`src/design/kmcm_pkg.sv`:
```
// kmcm_pkg: shared types, constants and lane status for the pigment color mixer
// depends on nothing; used by kmcm_absorb, kmcm_lane, the top level and the bench
package kmcm_pkg;

  localparam int ABSORB_FRAC_BITS_DEF = 22;
  localparam int WEIGHT_FRAC_BITS_DEF = 16;
  localparam int CODE_W = 8;
  localparam int LANES  = 3;
  // numerator / denominator of the absorbance ratio
  localparam int NUM_W = 20;
  localparam int DEN_W = 17;
  localparam logic [NUM_W-1:0] NUM_ZERO = NUM_W'(998001);
  localparam logic [DEN_W-1:0] DEN_ZERO = DEN_W'(2000);

  typedef enum logic [2:0] {
    L_IDLE,
    L_DIV,
    L_MUL,
    L_ACC,
    L_SRCH,
    L_DONE
  } lane_state_t;

  typedef struct packed {
    logic              idle;
    logic              done;
    logic [CODE_W-1:0] mix;
    logic              clip;
  } lane_stat_t;

endpackage

```
`src/design/kmcm_absorb.sv`:
```
// kmcm_absorb: restoring divider giving floor((255-c)^2 * 2^F / (510c)) for one code
// depends on kmcm_pkg
module kmcm_absorb import kmcm_pkg::*; #(
  parameter int ABSORB_FRAC_BITS = ABSORB_FRAC_BITS_DEF,
  localparam int QW = 10 + ABSORB_FRAC_BITS
) (
  input  logic              clk,
  input  logic              rst,
  input  logic              start,
  input  logic [CODE_W-1:0] code,
  output logic              done,
  output logic [QW-1:0]     absorb
);

  localparam int NW  = NUM_W + ABSORB_FRAC_BITS;
  localparam int CW  = $clog2(NW + 1);

  logic [NUM_W-1:0] num;
  logic [DEN_W-1:0] den_in;
  logic [CODE_W-1:0] diff;
  logic [NW-1:0]    n_sh;
  logic [DEN_W-1:0] den;
  logic [DEN_W-1:0] rem;
  logic [DEN_W:0]   trial;
  logic [CW-1:0]    cnt;
  logic             busy;

  // zero code stands for a reflectance of one thousandth
  always_comb begin
    diff   = ~code;
    num    = (code == '0) ? NUM_ZERO : NUM_W'(diff) * NUM_W'(diff);
    den_in = (code == '0) ? DEN_ZERO
                          : ({code, 9'b0} - {{(DEN_W-CODE_W-1){1'b0}}, code, 1'b0});
    trial  = {rem, n_sh[NW-1]};
  end

  always_ff @(posedge clk) begin
    if (rst) begin
      busy <= 1'b0;
      done <= 1'b0;
    end else begin
      done <= 1'b0;
      if (start) begin
        busy <= 1'b1;
        cnt  <= CW'(NW);
        n_sh <= NW'(num) << ABSORB_FRAC_BITS;
        den  <= den_in;
        rem  <= '0;
      end else if (busy) begin
        if (trial >= {1'b0, den}) begin
          rem    <= DEN_W'(trial - {1'b0, den});
          absorb <= {absorb[QW-2:0], 1'b1};
        end else begin
          rem    <= trial[DEN_W-1:0];
          absorb <= {absorb[QW-2:0], 1'b0};
        end
        n_sh <= n_sh << 1;
        cnt  <= cnt - 1'b1;
        if (cnt == CW'(1)) begin
          busy <= 1'b0;
          done <= 1'b1;
        end
      end
    end
  end

endmodule

```
`src/design/kmcm_lane.sv`:
```
// kmcm_lane: one color channel: absorbance, serial weight multiply, saturating sum,
// and a binary search for the output code; depends on kmcm_pkg and kmcm_absorb
module kmcm_lane import kmcm_pkg::*; #(
  parameter int ABSORB_FRAC_BITS = ABSORB_FRAC_BITS_DEF,
  parameter int WEIGHT_FRAC_BITS = WEIGHT_FRAC_BITS_DEF,
  localparam int WW = WEIGHT_FRAC_BITS + 1
) (
  input  logic              clk,
  input  logic              rst,
  input  logic              start,
  input  logic [CODE_W-1:0] chan,
  input  logic [WW-1:0]     weight,
  input  logic              last,
  input  logic              take,
  output lane_stat_t        stat
);

  localparam int QW  = 10 + ABSORB_FRAC_BITS;
  localparam int PW  = WW + QW;
  localparam int MCW = $clog2(WW + 1);

  lane_state_t state, state_next;

  logic              abs_start;
  logic [CODE_W-1:0] abs_code;
  logic              abs_done;
  logic [QW-1:0]     absorb;

  logic              last_r;
  logic [WW-1:0]     w_sh;
  logic [PW-1:0]     a_sh;
  logic [PW-1:0]     prod;
  logic [MCW-1:0]    mcnt;
  logic [QW-1:0]     acc;
  logic              clip;
  logic [CODE_W-1:0] res;
  logic [2:0]        bit_idx;

  logic [QW:0]       term;
  logic [QW+1:0]     sum;
  logic [CODE_W-1:0] cand;
  logic [CODE_W-1:0] res_upd;
  logic              hit;

  kmcm_absorb #(.ABSORB_FRAC_BITS(ABSORB_FRAC_BITS)) u_absorb (
    .clk    (clk),
    .rst    (rst),
    .start  (abs_start),
    .code   (abs_code),
    .done   (abs_done),
    .absorb (absorb)
  );

  always_comb begin
    term    = prod[PW-1:WEIGHT_FRAC_BITS];
    sum     = (QW+2)'(acc) + (QW+2)'(term);
    cand    = res | (CODE_W'(1) << bit_idx);
    hit     = (acc <= absorb);
    res_upd = hit ? cand : res;
  end

  always_comb begin
    state_next = state;
    abs_start  = 1'b0;
    abs_code   = chan;
    case (state)
      L_IDLE: begin
        if (start) begin
          abs_start  = 1'b1;
          state_next = L_DIV;
        end
      end
      L_DIV: begin
        if (abs_done) state_next = L_MUL;
      end
      L_MUL: begin
        if (mcnt == MCW'(WW)) state_next = L_ACC;
      end
      L_ACC: begin
        if (last_r) begin
          abs_start  = 1'b1;
          abs_code   = CODE_W'(1) << (CODE_W - 1);
          state_next = L_SRCH;
        end else begin
          state_next = L_IDLE;
        end
      end
      L_SRCH: begin
        abs_code = res_upd | (CODE_W'(1) << (bit_idx - 3'd1));
        if (abs_done) begin
          if (bit_idx == 3'd0) begin
            state_next = L_DONE;
          end else begin
            abs_start = 1'b1;
          end
        end
      end
      L_DONE: begin
        if (take) state_next = L_IDLE;
      end
      default: state_next = L_IDLE;
    endcase
  end

  always_ff @(posedge clk) begin
    if (rst) begin
      state <= L_IDLE;
    end else begin
      state <= state_next;
    end
  end

  always_ff @(posedge clk) begin
    if (rst) begin
      acc  <= '0;
      clip <= 1'b0;
    end else begin
      case (state)
        L_IDLE: begin
          if (start) begin
            w_sh   <= weight;
            last_r <= last;
          end
        end
        L_DIV: begin
          a_sh <= PW'(absorb);
          prod <= '0;
          mcnt <= '0;
        end
        L_MUL: begin
          if (w_sh[0]) prod <= prod + a_sh;
          w_sh <= w_sh >> 1;
          a_sh <= a_sh << 1;
          mcnt <= mcnt + 1'b1;
        end
        L_ACC: begin
          // clip at all-ones and remember it for this mix
          if (sum[QW+1:QW] != 2'b00) begin
            acc  <= '1;
            clip <= 1'b1;
          end else begin
            acc <= sum[QW-1:0];
          end
          res     <= '0;
          bit_idx <= 3'(CODE_W - 1);
        end
        L_SRCH: begin
          if (abs_done) begin
            res     <= res_upd;
            bit_idx <= bit_idx - 3'd1;
          end
        end
        L_DONE: begin
          if (take) begin
            acc  <= '0;
            clip <= 1'b0;
          end
        end
        default: ;
      endcase
    end
  end

  assign stat.idle = (state == L_IDLE);
  assign stat.done = (state == L_DONE);
  assign stat.mix  = res;
  assign stat.clip = clip;

endmodule

```
`src/design/kubelka_munk_color_mixer.sv`:
```
// kubelka_munk_color_mixer: top level, three channel lanes and the merging output stage
// depends on kmcm_pkg and kmcm_lane
//
// Pigment-style RGB mixer after the single-constant Kubelka-Munk model. Each input
// item carries one color and its weight (unsigned Q1.WEIGHT_FRAC_BITS); each channel
// is turned into an absorbance (1-x)^2/(2x), x = c/255 (zero counts as 0.001), and
// weight times absorbance is added into a saturating per-channel sum. The item with
// tlast set closes the mix: each channel comes out as floor(255*R) with
// R = 1 + A - sqrt(A^2 + 2A), found exactly by a binary search over the absorbance
// of codes 1..255, and the sums are cleared. tuser flags that a sum clipped during
// the mix. Three identical lanes, one per channel, run in lockstep; one item is
// worked at a time. Each absorbance comes from a restoring divider in the lane, one
// quotient bit per cycle, and the weight multiply is shift-add. A last item adds eight
// more divisions for the search, and its result then waits in the lanes until the
// output register is free. The result sits in an output register, so the next
// item is taken while it waits; a further last item stalls only until that
// result is taken.
module kubelka_munk_color_mixer import kmcm_pkg::*; #(
  parameter int ABSORB_FRAC_BITS = ABSORB_FRAC_BITS_DEF,
  parameter int WEIGHT_FRAC_BITS = WEIGHT_FRAC_BITS_DEF,
  localparam int WW     = WEIGHT_FRAC_BITS + 1,
  localparam int S_DW   = ((3 * CODE_W + WW + 7) / 8) * 8
) (
  input  logic            clk,
  input  logic            rst,
  input  logic            s_tvalid,
  output logic            s_tready,
  input  logic [S_DW-1:0] s_tdata,   // red, green, blue, weight from bit 0 up
  input  logic            s_tlast,   // last color of the mix
  output logic            m_tvalid,
  input  logic            m_tready,
  output logic [23:0]     m_tdata,   // mixed_red, mixed_green, mixed_blue from bit 0 up
  output logic [0:0]      m_tuser    // saturated
);

  lane_stat_t  stat [LANES];
  logic [CODE_W-1:0] chan [LANES];
  logic        all_idle;
  logic        all_done;
  logic        take;
  logic        accept;
  logic [WW-1:0] weight;

  // unpack the item
  assign chan[0] = s_tdata[CODE_W-1:0];
  assign chan[1] = s_tdata[2*CODE_W-1:CODE_W];
  assign chan[2] = s_tdata[3*CODE_W-1:2*CODE_W];
  assign weight  = s_tdata[3*CODE_W+WW-1:3*CODE_W];

  // lanes stay in lockstep, so all of them start and finish together
  assign all_idle = stat[0].idle & stat[1].idle & stat[2].idle;
  assign all_done = stat[0].done & stat[1].done & stat[2].done;
  assign s_tready = all_idle;
  assign accept   = s_tvalid & s_tready;
  // move a finished mix into the output register when it is free
  assign take     = all_done & (~m_tvalid | m_tready);

  for (genvar i = 0; i < LANES; i++) begin : g_lane
    kmcm_lane #(
      .ABSORB_FRAC_BITS (ABSORB_FRAC_BITS),
      .WEIGHT_FRAC_BITS (WEIGHT_FRAC_BITS)
    ) u_lane (
      .clk    (clk),
      .rst    (rst),
      .start  (accept),
      .chan   (chan[i]),
      .weight (weight),
      .last   (s_tlast),
      .take   (take),
      .stat   (stat[i])
    );
  end

  // merging stage: the three codes side by side, clip flags or-ed
  always_ff @(posedge clk) begin
    if (rst) begin
      m_tvalid <= 1'b0;
    end else begin
      if (take) begin
        m_tvalid <= 1'b1;
      end else if (m_tready) begin
        m_tvalid <= 1'b0;
      end
    end
  end

  always_ff @(posedge clk) begin
    if (take) begin
      m_tdata <= {stat[2].mix, stat[1].mix, stat[0].mix};
      m_tuser <= stat[0].clip | stat[1].clip | stat[2].clip;
    end
  end

endmodule

```
`config.mk`:
```
export PLATFORM = sky130hd
export DESIGN_NAME = kubelka_munk_color_mixer
export DESIGN_NICKNAME = d
export VERILOG_FILES = /design/src/design/kmcm_pkg.sv /design/src/design/kmcm_absorb.sv /design/src/design/kmcm_lane.sv /design/src/design/kubelka_munk_color_mixer.sv
export SDC_FILE = /design/constraint.sdc
export NUM_CORES = 2
export LEC_CHECK = 0
export BUFFER_PORTS_ARGS = -buffer_cell sky130_fd_sc_hd__buf_2
export CAP_MARGIN = 20
export CORE_MARGIN = 5
export CORE_UTILIZATION = 40
export DETAILED_ROUTE_END_ITERATION = 6
export MAX_ROUTING_LAYER = met4
export SYNTH_ARGS = -nofsm -noshare
export SYNTH_HDL_FRONTEND = slang
export SYNTH_SLANG_ARGS = --single-unit
```
`constraint.sdc`:
```
create_clock -name clk -period 9.4 [get_ports clk]
set_input_delay 0 -clock clk [delete_from_list [all_inputs] [get_ports clk]]
set_output_delay 0 -clock clk [all_outputs]
set_load 0.03 [all_outputs]
```
==> key figures <==
Run status
  • Status: complete, no violations

Floorplanning
  • Die area: about 140000 µm²
  • FP Rows: about 130
  • Core Box Area: 133800 µm²
  • IO Pins: 80
  • Die height: 377.3 µm
  • Die width: 377.3 µm
  • Initial Util: 40.33%

Clock tree
  • Clk sink count: 809
  • Max Root-Sink Buffers: 3
  • Root buf cell: clkbuf_16
  • CTS tree: done
  • Clock slew at reported path FFs: around 0.060 ns
  • TritonCTS Buffers: 96
  • CTS H-tree lvls: 3
  • Post-cts gate resize count: 0
  • Clock latency on the worst-skew pair: 0.70 ns

Final layout
  • Final nets: 6252
  • Final non-filler cell total: around 7.5k
  • Ratio of cells with drive above 1 in the final layout: 6.572%
  • Core Util, Final: 44.80%
  • Multi-input combinational cell area: 28600 µm²
  • Layout area overhead: 11.07%
  • Layout fillers: 12.80k
  • Register Area: 23140 µm²

Critical path
  • Reg2Reg Depth: 26
  • Worst reg2reg startpoint: g_lane[0].u_lane.u_absorb.absorb[15]$_DFFE_PP_
  • Crit Path Category: reg2reg
  • Crit path capture type: flip-flop
  • Critical Path AT: 8.18 ns
  • Critical Path RT: ~9.8 ns
  • Critical Path Fanout Max: 9
  • Worst Setup SP: g_lane[0].u_lane.u_absorb.absorb[15]$_DFFE_PP_
  • Worst setup SP type: flip-flop

Synthesis
  • Main synth FF type: edfxtp_1
  • Synth cell types: 101
  • Yosys reg bits: 809
  • Register area share after synthesis: 42.89%
  • Yosys top cell area share: 38.62%
  • Most frequent cell after synthesis: edfxtp_1
  • Area leader, netlist: edfxtp_1
  • FFs w/ async S/R, synth: 0%
  • Cells after Synth: 5547
  • Syn avg cell area: 9.728 µm²
  • Largest cells by area after synthesis: edfxtp_1 (39%), ha_1 (12%), dfxtp_1 (4.3%)
  • Mapped cell area: 53960 µm²
  • Leading cell types by count after synthesis: edfxtp_1 (694), nor2_1 (539), nand2_1 (536)
  • Post-synth EDFFs: 694
  • Syn nets: about 6.2k
  • Synth Warn #: 0

Min path
  • WHS Path Cells: 3
  • Hold Crit Class: in2reg
  • HP Start: s_tvalid

GRT
  • Total grt overflow: 0
  • Largest net degree at the start of global routing: 82
  • First-pass GRT wire length: around 210000 µm
  • Total Routing Usage GR: 18.58%
  • Met1 GRT Util: 24.86%
  • GRT busiest layer: met2
  • M2 GR Usage: 29.52%
  • Vias in the first global route: 39.56k
  • Initial antenna violation count: 13
  • Met3 usage: 2.898%

Detailed routing
  • DRT Pass-1 Iters: 5
  • Antenna-violating nets left: 0
  • DR iter-0 viols: 2743
  • Post-Route WL: approximately 130000 µm
  • Routed len/inst: 17.41 µm
  • Drt via density: 5.392
  • Drt drc: 0
  • Via count: 40.20k

Timing
  • Max-slew violations: 0
  • Slew @ Worst Pin: 1.033 ns
  • Hold Slack: 0.09408 ns
  • Hold Violations, Final: 0
  • Final min period: between 7 and 8 ns
  • Setup TNS Final: 0 ns
  • Period Utilization, post-route: between 80 and 90%
  • Skew final: 0.03869 ns
  • RSZ-0062 raised after global routing: no
  • Max Freq: ~130 MHz
  • Slew margin rel.: 30.78%
  • Final setup viols: 0

Power
  • Power Density: 279.8 nW/µm²
  • VDD IR max: 0.2989 mV
  • Leak: 24.95 nW

Placed design
  • DPL Wire Length: 93440 µm
  • Port Buf Inserts: 72
  • Gpl congestion: roughly 0.9
  • Placed cell count: 7235

Run
  • Max-Cap Viols: 0
## power by group
group / total, mW / switching, mW / internal (mW)
Combinational: 7.52 / 4.46 / 3.06
Sequential: 5.32 / 0.347 / 4.97
Clock: 3.92 / 1.57 / 2.35
Total: 16.8 / 6.38 / 10.4
## cell type report
cell class | instances | area share, %
Multi-Input combinational cell | 4116 | 47.72
Sequential cell | 809 | 38.61
Clock buffer | 119 | 4.428
Tap cell | 1768 | 3.691
Inverter | 418 | 2.618
Timing Repair Buffer | 156 | 1.808
Clock inverter | 58 | 1.075
Antenna cell | 11 | 0.04593
## stage by stage
step / cell area [µm²] / total power, mW / worst slack [ns]
floorplan: 53960 / 11.26 / 2.793
global placement: 56280 / 12.78 / 1.718
detailed placement: 56290 / 12.92 / 1.647
CTS: 59870 / 16.96 / 1.603
global route: 59930 / 18.17 / 1.095
finish: 59940 / 16.77 / 1.634
## metal layers
layer / vias up / share of wire [%]
met2: 739 / 45
li1: 20091 / -
met3: 181 / 4.7
met5: - / 0
met1: 19187 / 48
met4: 0 / 2.3
## state kept, by name, summed over array words and instances, names as in the netlist, 15 cells and up
name,cells
g_lane.u_lane.u_absorb.absorb,96
g_lane.u_lane.res,24
g_lane.u_lane.mcnt,15
g_lane.u_lane.u_absorb.cnt,18
g_lane.u_lane.u_absorb.n_sh,60
m_tdata,24
g_lane.u_lane.a_sh,147
g_lane.u_lane.acc,96
g_lane.u_lane.u_absorb.den,48
g_lane.u_lane.prod,147
g_lane.u_lane.u_absorb.rem,51
g_lane.u_lane.w_sh,51
## placed cells by master, fill, tap and decap left out, types with 22 or more instances in the layout
cell           count
nand2_1          535
fa_1              87
xor2_1           132
ha_1             515
nand3_1          117
a21oi_1          432
nor2_1           531
and2_1            75
clkbuf_16        100
o21a_1            41
and3_1            49
nand2b_1          55
buf_4             53
o21ai_0          330
a21o_1           195
inv_1            412
mux2i_1           30
nand4_1           55
xnor2_1          186
nor2b_1           69
dlygate4sd3_1     28
o31ai_1           24
dfxtp_1          115
edfxtp_1         694
buf_2             71
a211oi_1          41
or3_1             22
nor3_1           113
o211ai_1          22
o21bai_1          47
a31oi_1           54
a311oi_1          53
## critical path, cell delays in order, from the launching register on
cell	delay [ns]
edfxtp_1	0.37
inv_1	0.07
ha_1	0.29
nand4_1	0.18
nor3_1	0.43
nand3_1	0.13
a22oi_1	0.65
and3_1	0.40
o31a_1	0.48
inv_1	0.26
nand2_1	0.17
inv_1	0.06
fa_1	0.46
fa_1	0.55
inv_1	0.06
fa_1	0.50
fa_1	0.55
inv_1	0.04
ha_1	0.30
a21oi_1	0.29
nor2b_1	0.09
o21a_1	0.20
o21a_1	0.17
o21ai_0	0.21
a21oi_1	0.13
and3_1	0.19
a221o_1	0.26
## logic make-up after synthesis
group | count (synthesis) | share of synthesized area [%]
xor gates and xnor gates | 318 | 5.161
buffers and inverters | 622 | 4.440
DFF | 809 | 42.89
adders and majority gates | 602 | 15.17
muxes | 32 | 0.5982
AOI/OAI and AO/OA | 1423 | 16.86
and+or+nand+nor | 1741 | 14.88
## timing repair
action,CTS,global route
hold endpoints to repair,93,0
setup buffers,0,0
hold buffers,28,0
## final timing paths
kind	to	slack, ns
worst min register to register	g_lane[0].u_lane.u_absorb.absorb[26]$_DFFE_PP_	0.44
worst max register to register	g_lane[0].u_lane.u_absorb.n_sh[37]$_DFFE_PP_	1.63
worst max-delay path	g_lane[0].u_lane.u_absorb.n_sh[37]$_DFFE_PP_	1.63
worst min-delay path	g_lane[2].u_lane.last_r$_DFFE_PP_	0.09
(Power assumes the default switching activity.)
